<file path="config.mk">
export PLATFORM = sky130hd
export DESIGN_NAME = bootloader_packet_framer_top
export DESIGN_NICKNAME = d
export VERILOG_FILES = /design/src/rtl/bpf_pkg.sv /design/src/rtl/bootloader_packet_framer_top.sv /design/src/rtl/bpf_front.sv /design/src/rtl/bpf_queue.sv /design/src/rtl/bpf_back.sv
export SDC_FILE = /design/constraint.sdc
export NUM_CORES = 1
export LEC_CHECK = 0
export BUFFER_PORTS_ARGS = -buffer_cell sky130_fd_sc_hd__buf_2
export CAP_MARGIN = 20
export CORE_UTILIZATION = 55
export CTS_BUF_LIST = sky130_fd_sc_hd__clkbuf_8
export CTS_CLUSTER_DIAMETER = 50
export DETAILED_ROUTE_END_ITERATION = 7
export GPL_TIMING_DRIVEN = 0
export PLACE_DENSITY_LB_ADDON = 0.1
export SYNTH_ARGS = -nofsm -noshare
export SYNTH_HDL_FRONTEND = slang
export SYNTH_SLANG_ARGS = --single-unit
</file>
<file path="constraint.sdc">
create_clock -name clk -period 3.3 [get_ports clk]
set_input_delay 0.33 -clock clk [delete_from_list [all_inputs] [get_ports clk]]
set_output_delay 0.33 -clock clk [all_outputs]
set_load 0.005 [all_outputs]
</file>
<file path="src/rtl/bpf_pkg.sv">
// shared types, constants and helpers for the bootloader packet framer
`default_nettype none
package bpf_pkg;

    localparam int unsigned CfgIndexWidth = 2;
    localparam int unsigned QueueDepth    = 2;
    localparam int unsigned QueueAw       = $clog2(QueueDepth);

    localparam logic [CfgIndexWidth-1:0] CFG_START  = 2'd0;
    localparam logic [CfgIndexWidth-1:0] CFG_END    = 2'd1;
    localparam logic [CfgIndexWidth-1:0] CFG_ESCAPE = 2'd2;

    localparam logic [7:0] START_RESET  = 8'd15;
    localparam logic [7:0] END_RESET    = 8'd4;
    localparam logic [7:0] ESCAPE_RESET = 8'd5;

    typedef struct packed {
        logic [7:0] payload_byte;
        logic       last_of_packet;
    } in_t;

    typedef struct packed {
        logic [7:0] line_byte;
        logic       frame_end;
        logic       run_last;
    } out_t;

    typedef struct packed {
        logic [7:0] start_byte;
        logic [7:0] end_byte;
        logic [7:0] escape_byte;
    } cfg_t;

    // one classified payload byte
    typedef struct packed {
        logic [7:0] data;
        logic [7:0] sum;
        logic       open;
        logic       last;
        logic       esc_data;
        logic       esc_sum;
    } cmd_t;

    typedef enum logic [6:0] {
        ST_START1 = 7'b0000001,
        ST_START2 = 7'b0000010,
        ST_ESC_D  = 7'b0000100,
        ST_DATA   = 7'b0001000,
        ST_ESC_S  = 7'b0010000,
        ST_SUM    = 7'b0100000,
        ST_END    = 7'b1000000
    } step_t;

    function automatic logic is_special(input cfg_t cfg, input logic [7:0] b);
        return (b == cfg.start_byte) || (b == cfg.end_byte) || (b == cfg.escape_byte);
    endfunction

endpackage
`default_nettype wire

</file>
<file path="src/rtl/bootloader_packet_framer_top.sv">
// top level of the bootloader packet framer
`default_nettype none
// Framer for a serial bootloader link. Each payload byte transaction produces
// one line byte per clock cycle unless line_ready stalls it: 1 or 2 bytes for
// a mid-packet byte (the byte, with an escape byte ahead of it when special),
// plus 2 start bytes on the first byte of a packet and 2 to 3 bytes (checksum,
// its escape, end byte) on the last, so 1 to 7 line bytes per transaction. The
// back end sequencer loads its output register with one line byte a cycle when
// not stalled. The front end classifies bytes into a two-entry queue and keeps
// accepting while the back end works, until the queue is full. Configuration
// writes are always accepted; the user must see that they are made while no
// transaction is in flight, as the block does not enforce it. An index beyond the escape byte is ignored.
module bootloader_packet_framer_top (
    input  wire  logic                              clk,
    input  wire  logic                              rst_n,
    input  wire  logic                              cfg_valid,
    output       logic                              cfg_ready,
    input  wire  logic [bpf_pkg::CfgIndexWidth-1:0] cfg_index,
    input  wire  logic [7:0]                        cfg_data,
    input  wire  logic                              byte_valid,
    output       logic                              byte_ready,
    input  wire  bpf_pkg::in_t                      byte_data,
    output       logic                              line_valid,
    input  wire  logic                              line_ready,
    output       bpf_pkg::out_t                     line_data
);

    bpf_pkg::cfg_t cfg;
    bpf_pkg::cmd_t push_cmd;
    bpf_pkg::cmd_t head;
    logic          push;
    logic          pop;
    logic          queue_full;
    logic          head_valid;

    bpf_front u_front (
        .clk        (clk),
        .rst_n      (rst_n),
        .cfg_valid  (cfg_valid),
        .cfg_ready  (cfg_ready),
        .cfg_index  (cfg_index),
        .cfg_data   (cfg_data),
        .byte_valid (byte_valid),
        .byte_ready (byte_ready),
        .byte_data  (byte_data),
        .queue_full (queue_full),
        .push       (push),
        .push_cmd   (push_cmd),
        .cfg        (cfg)
    );

    bpf_queue u_queue (
        .clk        (clk),
        .rst_n      (rst_n),
        .push       (push),
        .push_cmd   (push_cmd),
        .full       (queue_full),
        .pop        (pop),
        .head       (head),
        .head_valid (head_valid)
    );

    bpf_back u_back (
        .clk        (clk),
        .rst_n      (rst_n),
        .cfg        (cfg),
        .head       (head),
        .head_valid (head_valid),
        .pop        (pop),
        .line_valid (line_valid),
        .line_ready (line_ready),
        .line_data  (line_data)
    );

endmodule
`default_nettype wire

</file>
<file path="src/rtl/bpf_front.sv">
// front end: configuration registers, checksum and byte classification
`default_nettype none
module bpf_front (
    input  wire  logic                                 clk,
    input  wire  logic                                 rst_n,
    input  wire  logic                                 cfg_valid,
    output       logic                                 cfg_ready,
    input  wire  logic [bpf_pkg::CfgIndexWidth-1:0]    cfg_index,
    input  wire  logic [7:0]                           cfg_data,
    input  wire  logic                                 byte_valid,
    output       logic                                 byte_ready,
    input  wire  bpf_pkg::in_t                         byte_data,
    input  wire  logic                                 queue_full,
    output       logic                                 push,
    output       bpf_pkg::cmd_t                        push_cmd,
    output       bpf_pkg::cfg_t                        cfg
);

    bpf_pkg::cfg_t cfg_reg, cfg_next;
    logic          inside_reg, inside_next;
    logic [7:0]    sum_reg, sum_next;
    logic [7:0]    sum_new;

    assign cfg_ready  = 1'b1;
    assign byte_ready = !queue_full;
    assign push       = byte_valid && byte_ready;
    assign cfg        = cfg_reg;
    assign sum_new    = sum_reg - byte_data.payload_byte;

    always_comb
    begin
        push_cmd.data     = byte_data.payload_byte;
        push_cmd.sum      = sum_new;
        push_cmd.open     = !inside_reg;
        push_cmd.last     = byte_data.last_of_packet;
        push_cmd.esc_data = bpf_pkg::is_special(cfg_reg, byte_data.payload_byte);
        push_cmd.esc_sum  = bpf_pkg::is_special(cfg_reg, sum_new);
    end

    always_comb
    begin
        cfg_next = cfg_reg;
        if (cfg_valid && cfg_ready)
        begin
            unique case (cfg_index)
                bpf_pkg::CFG_START:  cfg_next.start_byte  = cfg_data;
                bpf_pkg::CFG_END:    cfg_next.end_byte    = cfg_data;
                bpf_pkg::CFG_ESCAPE: cfg_next.escape_byte = cfg_data;
                default:             cfg_next = cfg_reg;
            endcase
        end
    end

    always_comb
    begin
        inside_next = inside_reg;
        sum_next    = sum_reg;
        if (push)
        begin
            inside_next = !byte_data.last_of_packet;
            sum_next    = byte_data.last_of_packet ? 8'd0 : sum_new;
        end
    end

    always_ff @(posedge clk or negedge rst_n)
    begin
        if (!rst_n)
        begin
            cfg_reg.start_byte  <= bpf_pkg::START_RESET;
            cfg_reg.end_byte    <= bpf_pkg::END_RESET;
            cfg_reg.escape_byte <= bpf_pkg::ESCAPE_RESET;
            inside_reg          <= 1'b0;
            sum_reg             <= 8'd0;
        end
        else
        begin
            cfg_reg    <= cfg_next;
            inside_reg <= inside_next;
            sum_reg    <= sum_next;
        end
    end

endmodule
`default_nettype wire

</file>
<file path="src/rtl/bpf_queue.sv">
// short command queue between front and back ends
`default_nettype none
module bpf_queue (
    input  wire  logic          clk,
    input  wire  logic          rst_n,
    input  wire  logic          push,
    input  wire  bpf_pkg::cmd_t push_cmd,
    output       logic          full,
    input  wire  logic          pop,
    output       bpf_pkg::cmd_t head,
    output       logic          head_valid
);

    bpf_pkg::cmd_t                 entry_reg [bpf_pkg::QueueDepth];
    logic [bpf_pkg::QueueAw-1:0]   wr_ptr_reg, wr_ptr_next;
    logic [bpf_pkg::QueueAw-1:0]   rd_ptr_reg, rd_ptr_next;
    logic [bpf_pkg::QueueAw:0]     count_reg, count_next;

    assign full       = (count_reg == (bpf_pkg::QueueAw+1)'(bpf_pkg::QueueDepth));
    assign head_valid = (count_reg != '0);
    assign head       = entry_reg[rd_ptr_reg];

    always_comb
    begin
        wr_ptr_next = push ? wr_ptr_reg + 1'b1 : wr_ptr_reg;
        rd_ptr_next = pop  ? rd_ptr_reg + 1'b1 : rd_ptr_reg;
        count_next  = count_reg;
        if (push && !pop)
            count_next = count_reg + 1'b1;
        else if (pop && !push)
            count_next = count_reg - 1'b1;
    end

    always_ff @(posedge clk or negedge rst_n)
    begin
        if (!rst_n)
        begin
            wr_ptr_reg <= '0;
            rd_ptr_reg <= '0;
            count_reg  <= '0;
        end
        else
        begin
            wr_ptr_reg <= wr_ptr_next;
            rd_ptr_reg <= rd_ptr_next;
            count_reg  <= count_next;
        end
    end

    always_ff @(posedge clk)
    begin
        if (push)
            entry_reg[wr_ptr_reg] <= push_cmd;
    end

endmodule
`default_nettype wire

</file>
<file path="src/rtl/bpf_back.sv">
// back end: line byte sequencer and output register
`default_nettype none
module bpf_back (
    input  wire  logic          clk,
    input  wire  logic          rst_n,
    input  wire  bpf_pkg::cfg_t cfg,
    input  wire  bpf_pkg::cmd_t head,
    input  wire  logic          head_valid,
    output       logic          pop,
    output       logic          line_valid,
    input  wire  logic          line_ready,
    output       bpf_pkg::out_t line_data
);

    bpf_pkg::step_t step_reg, step_next;
    logic           fresh_reg, fresh_next;
    logic           out_valid_reg, out_valid_next;
    bpf_pkg::out_t  out_reg, out_next;
    bpf_pkg::step_t cur_step;
    bpf_pkg::step_t follow_step;
    logic           done;
    logic           advance;

    assign line_valid = out_valid_reg;
    assign line_data  = out_reg;
    assign advance    = head_valid && (!out_valid_reg || line_ready);
    assign pop        = advance && done;

    always_comb
    begin
        if (!fresh_reg)
            cur_step = step_reg;
        else if (head.open)
            cur_step = bpf_pkg::ST_START1;
        else if (head.esc_data)
            cur_step = bpf_pkg::ST_ESC_D;
        else
            cur_step = bpf_pkg::ST_DATA;
    end

    always_comb
    begin
        follow_step        = bpf_pkg::ST_DATA;
        done               = 1'b0;
        out_next.line_byte = head.data;
        out_next.frame_end = 1'b0;
        unique case (cur_step)
            bpf_pkg::ST_START1:
            begin
                out_next.line_byte = cfg.start_byte;
                follow_step        = bpf_pkg::ST_START2;
            end
            bpf_pkg::ST_START2:
            begin
                out_next.line_byte = cfg.start_byte;
                follow_step        = head.esc_data ? bpf_pkg::ST_ESC_D : bpf_pkg::ST_DATA;
            end
            bpf_pkg::ST_ESC_D:
            begin
                out_next.line_byte = cfg.escape_byte;
                follow_step        = bpf_pkg::ST_DATA;
            end
            bpf_pkg::ST_DATA:
            begin
                out_next.line_byte = head.data;
                follow_step        = head.esc_sum ? bpf_pkg::ST_ESC_S : bpf_pkg::ST_SUM;
                done               = !head.last;
            end
            bpf_pkg::ST_ESC_S:
            begin
                out_next.line_byte = cfg.escape_byte;
                follow_step        = bpf_pkg::ST_SUM;
            end
            bpf_pkg::ST_SUM:
            begin
                out_next.line_byte = head.sum;
                follow_step        = bpf_pkg::ST_END;
            end
            bpf_pkg::ST_END:
            begin
                out_next.line_byte = cfg.end_byte;
                out_next.frame_end = 1'b1;
                done               = 1'b1;
            end
            default:
            begin
                out_next.line_byte = head.data;
                done               = 1'b1;
            end
        endcase
        out_next.run_last = done;
    end

    always_comb
    begin
        step_next      = step_reg;
        fresh_next     = fresh_reg;
        out_valid_next = out_valid_reg && !line_ready;
        if (advance)
        begin
            out_valid_next = 1'b1;
            fresh_next     = done;
            step_next      = follow_step;
        end
    end

    always_ff @(posedge clk or negedge rst_n)
    begin
        if (!rst_n)
        begin
            step_reg      <= bpf_pkg::ST_START1;
            fresh_reg     <= 1'b1;
            out_valid_reg <= 1'b0;
        end
        else
        begin
            step_reg      <= step_next;
            fresh_reg     <= fresh_next;
            out_valid_reg <= out_valid_next;
        end
    end

    always_ff @(posedge clk)
    begin
        if (advance)
            out_reg <= out_next;
    end

endmodule
`default_nettype wire

</file>
==> results of run 1 <==
## per-layer routing
layer | vias up | global-route usage
li1 | 1554 | -
met3 | 16 | 0.0376
met1 | 1655 | 0.351
met4 | 0 | 0.0873
met5 | - | 0
met2 | 114 | 0.404
## layout by cell type (no fill, tap or decap), types with 6 or more instances in the layout
cell	n
sky130_fd_sc_hd__o21ai_0	16
sky130_fd_sc_hd__a21oi_1	18
sky130_fd_sc_hd__nor4_1	6
sky130_fd_sc_hd__dfrtp_1	37
sky130_fd_sc_hd__edfxtp_1	50
sky130_fd_sc_hd__nor2_1	17
sky130_fd_sc_hd__mux2i_1	26
sky130_fd_sc_hd__clkbuf_8	9
sky130_fd_sc_hd__dfstp_2	9
sky130_fd_sc_hd__xnor2_1	33
sky130_fd_sc_hd__clkbuf_1	7
sky130_fd_sc_hd__inv_1	19
sky130_fd_sc_hd__a22o_1	7
sky130_fd_sc_hd__buf_2	38
sky130_fd_sc_hd__nand2_1	22
sky130_fd_sc_hd__xor2_1	22
sky130_fd_sc_hd__mux2_2	23
sky130_fd_sc_hd__ha_1	8
## report_power, final
group / internal [mW] / switching, mW
sequential: 1.81 / 0.253
clock: 0.365 / 0.452
combinational: 1.02 / 1.37
## cell type report
type,count,area (um^2),area share
flip-flops and latches,96,2660,0.481
multi-input cells,271,2140,0.387
well taps,108,135,0.0244
repair buffers,39,248,0.0447
clock buffers,9,124,0.0224
plain buffers,13,65.1,0.0118
inverters,20,75.1,0.0136
clock inverters,7,85.1,0.0154
## worst min-delay path, cell delays in order
cell and delay (ns):
sky130_fd_sc_hd__buf_2 0.10, sky130_fd_sc_hd__nand2_1 0.05, sky130_fd_sc_hd__o21ai_0 0.06
## how the worst max path moves through the flow
| stage | end | slack, ns | cells after the start |
|---|---|---|---|
| 2_1_floorplan | u_queue.entry_reg[0][0]$_DFFE_PP_ | 0.62 | 11 |
| 3_3_place_gp | u_queue.entry_reg[1][0]$_DFFE_PP_ | 0.05 | 11 |
| 3_5_place_dp | u_queue.entry_reg[0][0]$_DFFE_PP_ | 0.05 | 11 |
| 4_1_cts | u_queue.entry_reg[1][0]$_DFFE_PP_ | 0.17 | 11 |
| 5_1_grt | u_queue.entry_reg[1][0]$_DFFE_PP_ | 0.03 | 11 |
| 6_report | u_queue.entry_reg[1][0]$_DFFE_PP_ | 0.15 | 11 |
## cells in the mapped netlist, types with 2 or more instances
cell and count:
sky130_fd_sc_hd__nand4_1 5, sky130_fd_sc_hd__a21oi_1 18, sky130_fd_sc_hd__nor2_1 18, sky130_fd_sc_hd__buf_2 3, sky130_fd_sc_hd__nand2_1 22, sky130_fd_sc_hd__nand3b_1 2, sky130_fd_sc_hd__clkbuf_1 7, sky130_fd_sc_hd__a222oi_1 5
sky130_fd_sc_hd__dfrtp_1 37, sky130_fd_sc_hd__xor2_1 22, sky130_fd_sc_hd__mux2_2 23, sky130_fd_sc_hd__nor3b_1 4, sky130_fd_sc_hd__o31ai_1 4, sky130_fd_sc_hd__o21ai_0 16, sky130_fd_sc_hd__nand2b_1 4, sky130_fd_sc_hd__mux2i_1 26
sky130_fd_sc_hd__a21o_1 5, sky130_fd_sc_hd__ha_1 8, sky130_fd_sc_hd__nor3_1 4, sky130_fd_sc_hd__and2_1 2, sky130_fd_sc_hd__nand3_1 2, sky130_fd_sc_hd__dfstp_2 9, sky130_fd_sc_hd__edfxtp_1 50, sky130_fd_sc_hd__xnor2_1 33
sky130_fd_sc_hd__a211oi_1 4, sky130_fd_sc_hd__inv_1 19, sky130_fd_sc_hd__nor4_1 6, sky130_fd_sc_hd__a22o_1 7, sky130_fd_sc_hd__o21ai_1 4, sky130_fd_sc_hd__o221ai_1 2
## cells by family (layout without fill, tap and decap cells)
family	Yosys count	count (layout)	share of synthesized area
DFF	96	96	0.539
and+or+nand+nor	79	79	0.0838
AOI/OAI and AO/OA	74	74	0.105
xor gates and xnor gates	59	59	0.114
muxes	49	49	0.105
buffers and inverters	33	88	0.0284
adders and majority gates	9	9	0.0243
other	1	1	0.000759
==> results.txt, run 1 <==
Yosys printed 0 warnings. The number of antenna violations at the first check in global routing came out at 0. The number of hold-repair buffers added at the cts stage came out at 0. The clock-pin slew on the worst setup and hold paths came out at 0.10 ns. In this run the post-CTS setup repair buffer count came out at 0. The final layout contains routed wiring with a total length of 11.1 mm. The number of flip-flops in the largest register is 40. In the routed design, unresolved DRC markers number 0. The post-route clock period utilization came out at 0.954.

The source-to-sink clock delay at the later pin of the worst-skew pair came out at 0.37 ns. The repair_antennas step left the layout with diodes totalling 0. The largest net degree at the start of global routing is 47. The final weighted congestion of routability-driven global placement is 0.950. The longest individual stage delay on the worst path is 0.46 ns.

After synthesis, the cell types taking the most area are sky130_fd_sc_hd__edfxtp_1 30%, sky130_fd_sc_hd__dfrtp_1 19%, sky130_fd_sc_hd__xnor2_1 5.8%, sky130_fd_sc_hd__mux2i_1 5.3%, sky130_fd_sc_hd__mux2_2 5.2%. In this run, synthesis inferred 50 flip-flops with an integrated enable. The setup slack of the most critical reg-to-reg path came out at 0.15 ns. The tightest min-delay check is of the in -> reg type. The number of gates resized after CTS came out at 0. The flip-flop and latch count after synthesis came out at 96. The topmost layer with routed signal wires is met4. Grouping stages by cell kind, the critical path spends the most delay in compound AO/OA/AOI/OAI gates. The vias after detailed routing is 3339. Final hold analysis gives a worst-case slack of 0.197 ns. The count of routing violations after the opening detailed-route iteration is 323. The TritonCTS buffer count is 9. Counting every instance in the synthesized netlist gives 400. VDD sags by at most 0.567 mV. Summing all placed instances gives a cell area of 5290 um^2. The worst path arrival time is 3.36 ns.

The mapped netlist covers 4940 um^2. The number of standard cells in the layout, taps in and fillers out is 563. The master cell of the clock root buffer is sky130_fd_sc_hd__clkbuf_8. The number of detailed-route iterations in the first pass is 6. The post-route worst setup slack came out at 0.152 ns. The post-placement cell count is 545. In this run the horizontal extent of the chip is 96.8 um.

The final-report setup violation count came out at 0. Traced cell by cell, the critical path runs through inv_1, ha_1, inv_1, fa_1, a211oi_4, nor2_2, xor2_2, mux2i_1, or4_4, o221ai_1, a22o_1. Counting along the longest clock path gives a buffer depth of 2. The floorplan die area came out at 9370 um^2. The count of buffering cells on the critical path with inverters included came out at 2.

The die is 96.8 um tall. Dividing the detail-routed via count by the number of cells gives 5.93. The number of clock sinks is 96. The hold path depth is 3. The worst setup path is launched from a register. Among all flip-flop cells after synthesis, the most frequent one is sky130_fd_sc_hd__edfxtp_1. The maximum level of the CTS H-tree is 3. The routed length on met1 came out at 4.94 mm. The final max-slew violation count is 0. Timing analysis after detailed placement gives a worst setup slack of 0.0461 ns.

The net count of the finished layout is 483. The cell leakage power came out at 2.26 nW. The global-route wire length before repair is 17.9 mm.

The critical path starts at u_front.sum_reg[0]$_DFFE_PN0P_. The startpoint of the most critical hold path is cfg_data[7]. Dividing the detail-routed wire length by the instance count gives 19.8 um. Summed over all instances, the cell type with the most area after synthesis is sky130_fd_sc_hd__edfxtp_1. The flow ran to the end, and the final reports show no timing, DRC or antenna violations. The final standard cell utilization of the core came out at 0.635. The total length of routed met2 wires came out at 5.30 mm.

The synthesized net count came out at 433. The endpoint of the worst hold-timing path is u_front.cfg[23]$_DFFE_PN0P_. The number of antenna-violating nets in the routed design came out at 0. The depth of the most critical reg-to-reg path is 11. The share of flip-flops with an asynchronous set or reset is 0.479.

Subtracting the final worst setup slack from the clock period gives 3.15 ns. The critical path is of the reg -> reg type. The setup skew after layout is 0.0145 ns.

The number of input and output port buffers inserted came out at 35. The area growth from synthesis to layout is 12.0%. The global-route congestion overflow total is 0. The TritonCTS clock tree is done. The number of top-level design ports is 37. The worst register-to-register path begins at u_front.sum_reg[0]$_DFFE_PN0P_.

The highest clock rate came out at 0.318 GHz. Dividing the synthesized area by the synthesized cell count gives 12.4 um^2. The row count is 34. The wire-length estimate of the detail-placed layout is 8.13 mm. The distinct cell type count of the synthesized netlist is 59. Setup repair after global routing left no endpoint under its margin. The initial cell density of the core came out at 0.567.

The worst setup path is captured at a register. The power density over the cells came out at 950 nW/um^2. In this run the standard cell core region covers 8720 um^2. The remaining max-slew budget at the tightest pin came out at 0.322. The count of filler cells inserted in the layout came out at 694. The proportion of layout cells with a drive suffix above 1 came out at 0.231. The final instance area is 5540 um^2. The share of the synthesized area in the top cell type is 0.304.

The required time at the endpoint of the critical path came out at 3.52 ns. Max-cap violations in this run came to 0. The highest fanout seen on the critical path came out at 6.

The worst register-to-register path ends at u_queue.entry_reg[1][0]$_DFFE_PP_. The transition at the pin with the smallest max-transition slack is 1.01 ns. Of the synthesized area, sequential elements account for 0.539. The total global routing track utilization came out at 0.252. Among the stages of the critical path, the cell type that occurs most often is sky130_fd_sc_hd__inv_1. The number of global-route vias before repair is 3281. The final-report hold violation count came out at 0.

The final sum of negative setup slack is 0 ns. For this design, the slowest cell found on the critical path is sky130_fd_sc_hd__fa_1. The routed design uses 677 um of met3 wire. The final total power is 5.26 mW.
Note: power is estimated with default switching activity, not from simulation.
==> run 2: changes to the inputs <==
--- a/config.mk
+++ b/config.mk
@@ -15,4 +15,5 @@
 export PLACE_DENSITY_LB_ADDON = 0.1
 export SYNTH_ARGS = -nofsm -noshare
 export SYNTH_HDL_FRONTEND = slang
+export SYNTH_HIERARCHICAL = 1
 export SYNTH_SLANG_ARGS = --single-unit
==> run 2 against run 1 <==
  * Via count increased by 14%
  * Hold slack improved by 0.0094 ns
  * Routed wire length rose by 16%
  * Sequential share of layout area decreased by 5.0 points
  * Sequential cell count unchanged
  * Maximum frequency up 0.70%
  * Clock power increased by 2.8%
  * Critical path type unchanged
  * Highest routed layer unchanged
==> results.txt, run 2 <==
The flow ran to the end, and the final reports show no timing, DRC or antenna violations. The final weighted congestion of routability-driven global placement is 0.902. The count of unresolved DRC violations after routing is 0. The number of flops mapped to enable cells by yosys is 50.

The top cell types in the final layout, fill and taps aside, are 50 x sky130_fd_sc_hd__edfxtp_1, 37 x sky130_fd_sc_hd__dfrtp_1, 36 x sky130_fd_sc_hd__buf_2. The leading register cell type out of synthesis is sky130_fd_sc_hd__edfxtp_1. The number of flip-flops in the largest register is 40.

The total length of routed met2 wires is 6.27 mm. The pre-antenna-repair detailed-routing pass consisted of 4 iterations. The count of filler cells inserted in the layout is 802.

The die covers 10500 um^2. The depth of the most critical reg-to-reg path came out at 11. The cell leakage power is 2.45 nW.

The max-capacitance violation count is 0. The post-synthesis cell count came out at 458. The final-report setup violation count is 0.

Data on the critical path arrives at its endpoint at 3.29 ns. The maximum level of the CTS H-tree is 3. The startpoint of the lowest-slack register-to-register path is u_front/sum_reg[0]$_DFFE_PN0P_.

The share of the synthesized area in the top cell type came out at 0.271. The count of routing violations after the opening detailed-route iteration is 194. The required time at the endpoint of the critical path came out at 3.47 ns. The area growth from synthesis to layout is 11.4%. The setup slack of the most critical reg-to-reg path is 0.17 ns. In this run the vertical extent of the chip is 102 um. The combined area of all synthesized cells is 5550 um^2. TritonCTS built the clock tree. In this run, synthesis produced a sequential element count of 96. Entering global routing, the biggest net connects 47 pins. The critical path starts at u_front/sum_reg[0]$_DFFE_PN0P_. The floorplan core area came out at 9770 um^2. The global-route wire length before repair came out at 20.3 mm. The post-route clock period utilization came out at 0.947. The endpoint class of the critical path is a register.

The routed wire length is 12.9 mm. The number of antenna violations at the first check in global routing was 0. The synthesized net count is 492.

The number of input and output port buffers inserted is 35. The final-report hold violation count came out at 0. Between clock sinks in the finished design, the worst skew comes to 0.00886 ns. The overall die width is 102 um. In the synthesized netlist, the cells that appear most often are 50 x sky130_fd_sc_hd__edfxtp_1, 37 x sky130_fd_sc_hd__dfrtp_1, 35 x sky130_fd_sc_hd__xnor2_1. The total global routing track utilization came out at 0.265.

Detailed routing placed a total of 471 um of wire on met3. The topmost layer with routed signal wires is met4. For this run, asynchronously set or reset flops after synthesis account for 0.479. The final total power is 5.74 mW. The largest area contributor in the synthesized netlist is sky130_fd_sc_hd__edfxtp_1. The longest clock path from root to sink contains 2 buffers. The final max-slew violation count was 0.

The number of warnings issued by yosys came out at 6. The number of top-level design ports came out at 37. The TritonCTS buffer count came out at 9. The count of nets left with antenna violations once routing finished came out at 0. The diode insertion count for antenna repair is 0. The netlist uses 68 different library cells.

After floorplanning, the core was divided into 36 placement rows. The area of combinational cells with multiple inputs came out at 2630 um^2. The master cell of the clock root buffer is sky130_fd_sc_hd__clkbuf_8.

The remaining max-slew budget at the tightest pin came out at 0.268. The initial cell density of the core came out at 0.568. Clock-pin slew was measured on the worst setup and hold paths at 0.10 ns. The synthesized area per cell came out at 12.1 um^2. The global-route congestion overflow total came out at 0. The vias after detailed routing came out at 3809.

The area taken by flip-flops and latches is 2660 um^2. In this run the worst hold path is classified as in -> reg. The startpoint class of the critical path is a register.

The highest clock rate came out at 0.320 GHz. Leaving out fill and tap cells, the most frequent cell in the layout is sky130_fd_sc_hd__edfxtp_1. The net count of the finished layout came out at 541. The power density over the cells is 929 nW/um^2.

Setup repair after global routing left no endpoint under its margin. In this run the critical register-to-register path is captured at u_queue/entry_reg[0][0]$_DFFE_PP_. The routed length on met1 is 5.95 mm. The minimum clock period is 3.13 ns.

The highest fanout seen on the critical path is 7. The vias per cell is 5.91. The post-synthesis sequential area ratio came out at 0.480. The transition at the pin with the smallest max-transition slack is 1.10 ns. Dividing the detail-routed wire length by the instance count gives 20.0 um. The proportion of layout cells with a drive suffix above 1 is 0.303. The wire-length estimate of the detail-placed layout is 9.51 mm.

The critical path ends at u_queue/entry_reg[0][0]$_DFFE_PP_. The source-to-sink clock delay at the later pin of the worst-skew pair came out at 0.36 ns. In the post-synthesis netlist, the cell with the most instances is sky130_fd_sc_hd__edfxtp_1. By area the synthesized netlist is led by sky130_fd_sc_hd__edfxtp_1 27%, sky130_fd_sc_hd__dfrtp_1 17%, sky130_fd_sc_hd__xnor2_1 5.5%, sky130_fd_sc_hd__mux2_2 5.3%, sky130_fd_sc_hd__mux2_4 5.1%. The number of post-CTS setup repair buffers came out at 0. The number of global-route vias before repair came out at 3839. The post-route worst setup slack came out at 0.174 ns. The worst setup path is of the reg -> reg kind.

The pre-CTS setup slack came out at -0.135 ns. The worst ir drop on vdd came out at 0.375 mV. The tree built by TritonCTS fans out to 96 sinks.
-- run 2: cell count changes after synthesis, moves of 6 or more --
cell	change
sky130_fd_sc_hd__buf_4	+14
sky130_fd_sc_hd__nor2_1	+6
sky130_fd_sc_hd__mux2_4	+19
sky130_fd_sc_hd__mux2i_1	-24
sky130_fd_sc_hd__a22oi_1	+8
sky130_fd_sc_hd__o221a_2	+9
sky130_fd_sc_hd__nor2b_1	+7
sky130_fd_sc_hd__o211ai_1	+11
-- run 2: cell families after synthesis --
group,Yosys count,share of synthesized area
and+or+nand+nor,109,0.108
DFF,96,0.480
AOI/OAI and AO/OA,89,0.131
xor gates and xnor gates,59,0.0981
muxes,47,0.108
buffers and inverters,47,0.0503
adders and majority gates,10,0.0239
other,1,0.000676
-- run 2: report_power, final --
part,switching [mW],leakage (nW),internal [mW]
clock,0.414,0.106,0.427
combinational,1.52,1.33,1.32
sequential,0.270,1.02,1.79
-- run 2: cell type report --
| cell class | count | share of cell area |
|---|---|---|
| buffer | 30 | 0.0348 |
| clock buffer | 9 | 0.0200 |
| clock inverter | 7 | 0.0152 |
| inverter | 17 | 0.0103 |
| multi-input combinational | 315 | 0.426 |
| sequential | 96 | 0.431 |
| tap | 133 | 0.0269 |
| timing repair buffer | 38 | 0.0356 |
-- run 2: worst min path at each step --
stage | from | endpoint | slack [ns] | depth (start not counted)
after detailed placement | u_front/inside_reg$_DFFE_PN0P_ | u_front/inside_reg$_DFFE_PN0P_ | 0.47 | 1
after global routing | cfg_data[7] | u_front/cfg[23]$_DFFE_PN0P_ | 0.20 | 3
after floorplan | rst_n | u_back/line_valid$_DFF_PN0_ | 0.03 | 0
after global placement | u_front/inside_reg$_DFFE_PN0P_ | u_front/inside_reg$_DFFE_PN0P_ | 0.46 | 1
after CTS | rst_n | u_back/step_reg[3]$_DFFE_PN0P_ | 0.18 | 1
final | cfg_data[7] | u_front/cfg[23]$_DFFE_PN0P_ | 0.21 | 3
-- run 2: per-stage QoR --
step | util | area (um^2) | hold slack, ns | setup TNS (ns) | instances
6_report | 0.632 | 6180 | 0.207 | 0 | 645
5_1_grt | 0.632 | 6180 | 0.200 | 0 | 645
4_1_cts | 0.628 | 6140 | 0.183 | 0 | 643
3_5_place_dp | 0.605 | 5910 | 0.472 | -0.269 | 627
3_3_place_gp | 0.603 | 5890 | 0.460 | -0.242 | 626
2_1_floorplan | - | 5550 | 0.0344 | 0 | 458
-- run 2: timing repair --
action / in CTS / in global routing
gates resized for setup: 1 / 1
setup endpoints to repair: 2 / 2
hold buffers: 0 / 1
hold endpoints to repair: 0 / 12
-- run 2: metal layers --
metal	up-vias	track usage
met5	-	0
li1	1770	-
met1	1911	0.357
met2	108	0.436
met4	0	0.0923
met3	20	0.0390
-- run 2: worst max-delay path, cell delays in order (launching register included) --
cell                       delay, ns
sky130_fd_sc_hd__dfrtp_1        0.37
sky130_fd_sc_hd__inv_1          0.09
sky130_fd_sc_hd__ha_1           0.15
sky130_fd_sc_hd__inv_1          0.05
sky130_fd_sc_hd__fa_1           0.48
sky130_fd_sc_hd__a211o_4        0.41
sky130_fd_sc_hd__a21oi_1        0.18
sky130_fd_sc_hd__nor3b_1        0.09
sky130_fd_sc_hd__or4_4          0.50
sky130_fd_sc_hd__nor4_2         0.29
sky130_fd_sc_hd__nor2_1         0.09
sky130_fd_sc_hd__o221ai_2       0.25
==> run 3: changes to the inputs <==
--- a/config.mk
+++ b/config.mk
@@ -7,6 +7,7 @@
 export LEC_CHECK = 0
 export BUFFER_PORTS_ARGS = -buffer_cell sky130_fd_sc_hd__buf_2
 export CAP_MARGIN = 20
+export CORE_ASPECT_RATIO = 0.5
 export CORE_UTILIZATION = 55
 export CTS_BUF_LIST = sky130_fd_sc_hd__clkbuf_8
 export CTS_CLUSTER_DIAMETER = 50
==> constraint.sdc (replaced) <==
create_clock -name clk -period 3.3 [get_ports clk]
set_input_delay 0.33 -clock clk [delete_from_list [all_inputs] [get_ports clk]]
set_output_delay 0.33 -clock clk [all_outputs]
set_load 0.05 [all_outputs]
==> run 3 against run 2 <==
  * Sequential share of layout area increased by 0.30 points
  * Final cell count increased by 0.47%
  * Combinational power rose by 9.1%
  * Maximum frequency is 1.1% lower
  * First-iteration DRC count rose by 94%
  * Design area decreased by 0.69%
  * Non-clock buffer count up 1
  * Die area is 0.23% higher
  * Critical path depth unchanged
  * Count of clock-buffer cells in the layout unchanged
  * Power rose by 3.0%
  * Clock skew grew 0.0024 ns
==> results.txt, run 3 (same netlist as run 2, synthesis figures left out) <==
The flow ran to the end, and the final reports show no timing, DRC or antenna violations. The sum of net half-perimeters after detailed placement is 9.65 mm. The total global routing track utilization came out at 0.271. The initial cell density of the core is 0.578. The setup path with the least slack is of type reg -> reg. Compared with the post-synthesis result, the final layout area differs by 10.6%. In the post-route analysis, the smallest setup slack over all paths is 0.138 ns.

The worst path arrival time is 3.34 ns. Leaving out fill and tap cells, the most frequent cell in the layout is sky130_fd_sc_hd__edfxtp_1. The final max-slew violation count came to 0. Setup repair after global routing left no endpoint under its margin. For this run the aggregate overflow at the end of global routing stands at 0. The register with the most flip-flops in the layout has 40 of them. The max-capacitance violation count is 0. The overall die width came out at 144 um.

The number of antenna violations at the first check in global routing came out at 0. The proportion of layout cells with a drive suffix above 1 is 0.298. The number of cells on the worst reg-to-reg path is 11.

STA classifies the critical path startpoint as a register. The power density over the cells is 964 nW/um^2. For this design, the sink count on the clock tree is 96. The number of detailed-route iterations in the first pass came out at 6. Entering global routing, the biggest net connects 47 pins.

The final total power is 5.91 mW. The floorplan die area is 10500 um^2. After floorplanning, the core was divided into 25 placement rows. The count of routing violations after the opening detailed-route iteration is 376. Summing over every cut layer, the via total after detailed routing is 3827.

The remaining max-slew budget at the tightest pin came out at 0.297. The final weighted congestion of routability-driven global placement came out at 0.876. The final instance area is 6140 um^2.

The floorplan core area came out at 9600 um^2. The final-report hold violation count came out at 0. For this design, the slowest cell found on the critical path is sky130_fd_sc_hd__fa_2.

The count of unresolved DRC violations after routing came out at 0. The post-route clock period utilization is 0.958. Buffers placed on the I/O ports in this run total 35. The maximum level of the CTS H-tree came out at 3.

The setup slack of the most critical reg-to-reg path is 0.14 ns. The startpoint of the lowest-slack register-to-register path is u_front/sum_reg[0]$_DFFE_PN0P_. The tightest min-delay check is of the in -> reg type.

The minimum clock period is 3.16 ns. The repair_antennas step left the layout with diodes totalling 0. The TritonCTS buffer count is 9. In this run the deepest clock path goes through 2 buffers. The highest fanout seen on the critical path is 6. STA classifies the critical path endpoint as a register. The routed wire length is 13.2 mm.

In the final routed layout, each cell accounts on average for 20.3 um. The highest clock rate came out at 0.316 GHz. The placed standard-cell area is 5910 um^2. The number of global-route vias before repair came out at 3577. The master cell of the clock root buffer is sky130_fd_sc_hd__clkbuf_8. The die outline height came out at 73.0 um. The setup skew after layout is 0.0113 ns. TritonCTS built the clock tree. The startpoint identified for the worst hold timing path is cfg_data[4]. The clock-pin slew on the worst setup and hold paths came out at 0.10 ns. The longest individual stage delay on the worst path came out at 0.64 ns. The pre-CTS setup slack is -0.150 ns.

The global-route wire length before repair came out at 20.2 mm. For hold timing, the worst endpoint is u_front/cfg[12]$_DFFE_PN0P_. The net count of the finished layout is 542.

Walking the worst path, the cells encountered are inv_1, ha_1, inv_1, fa_2, xor2_1, nor2_1, nand4_1, or4_4, nor4_2, nor2_1, o221ai_2. At the worst endpoint, the required time is 3.48 ns. The worst ir drop on vdd is 0.305 mV. The vias per cell is 5.91. The source-to-sink clock delay at the later pin of the worst-skew pair is 0.38 ns. The number of antenna-violating nets in the routed design is 0.

The cell leakage power came out at 2.44 nW. Pin placement for this block handled 37 I/O pins. At the pin with the least slew margin, the transition time is 1.05 ns. The library cells used most frequently in the layout, excluding fill and tap cells, are 50 x sky130_fd_sc_hd__edfxtp_1, 37 x sky130_fd_sc_hd__buf_2, 37 x sky130_fd_sc_hd__dfrtp_1. Setup violations remaining at the end of the flow were counted as 0. The worst register-to-register path ends at u_queue/entry_reg[0][0]$_DFFE_PP_. The hold path depth came out at 2.
## run 3: cell types whose count changed in the layout (fill, tap and decap cells not counted), sizes merged
cell / change
inv: +5
bufinv: -2
clkinvlp: -2
buf: +1
clkinv: -1
## run 3: worst max path at each step
stage / start / endpoint / slack [ns] / cells after the start
finish: u_front/sum_reg[0]$_DFFE_PN0P_ / u_queue/entry_reg[0][0]$_DFFE_PP_ / 0.14 / 11
global route: u_front/sum_reg[0]$_DFFE_PN0P_ / u_queue/entry_reg[0][0]$_DFFE_PP_ / 0.005 / 11
CTS: u_front/sum_reg[0]$_DFFE_PN0P_ / u_queue/entry_reg[0][0]$_DFFE_PP_ / 0.09 / 11
detailed placement: byte_data[1] / u_queue/entry_reg[1][0]$_DFFE_PP_ / -0.15 / 11
global placement: byte_data[1] / u_queue/entry_reg[1][0]$_DFFE_PP_ / -0.09 / 11
floorplan: u_front/sum_reg[0]$_DFFE_PN0P_ / u_queue/entry_reg[0][0]$_DFFE_PP_ / 0.48 / 11
## run 3: cell type report
type / count / area (um^2)
timing repair buffer: 39 / 225
fill: 754 / 3470
clock buffer: 9 / 124
tap: 135 / 169
buffer: 30 / 215
clock inverter: 7 / 46.3
sequential: 96 / 2660
inverter: 17 / 63.8
multi-input combinational: 315 / 2630
## run 3: what timing repair did
action / in CTS / in global routing
hold buffers: 0 / 1
resized for setup: 1 / 2
setup endpoints to repair: 2 / 2
setup buffers: 0 / 0
hold endpoints to repair: 0 / 7
pin swaps: 0 / 1
## run 3: metal layers
layer / global-route usage / vias up / routed length (um)
met5: 0 / - / 0
met4: 0.0626 / 0 / 98
met3: 0.0636 / 7 / 872
met2: 0.408 / 150 / 5760
met1: 0.396 / 1899 / 6430
li1: - / 1771 / -
## run 3: power breakdown
part,switching (mW),total [mW],leakage (nW),internal [mW]
Combinational,1.78,3.11,1.33,1.33
Sequential,0.296,2.08,1.02,1.79
Clock,0.446,0.724,0.0965,0.278
Total,2.52,5.91,2.44,3.40
## run 3: worst max-delay path: cells and delay by family, from the launching register on
kind                       cells  cell delay (ns)
and+or+nand+nor                5             1.22
adders and majority gates      2             0.81
DFF                            1             0.39
AOI/OAI and AO/OA              1             0.30
buffers and inverters          2             0.16
xor gates and xnor gates       1             0.10
## run 3: stage by stage
| step | util | std cells | hold slack, ns | setup TNS [ns] |
|---|---|---|---|---|
| finish | 0.639 | 648 | 0.202 | 0 |
| global route | 0.639 | 648 | 0.198 | 0 |
| CTS | 0.634 | 646 | 0.164 | 0 |
| detailed placement | 0.616 | 630 | 0.477 | -0.299 |
| global placement | 0.614 | 628 | 0.465 | -0.176 |
| floorplan | - | 458 | 0.0344 | 0 |
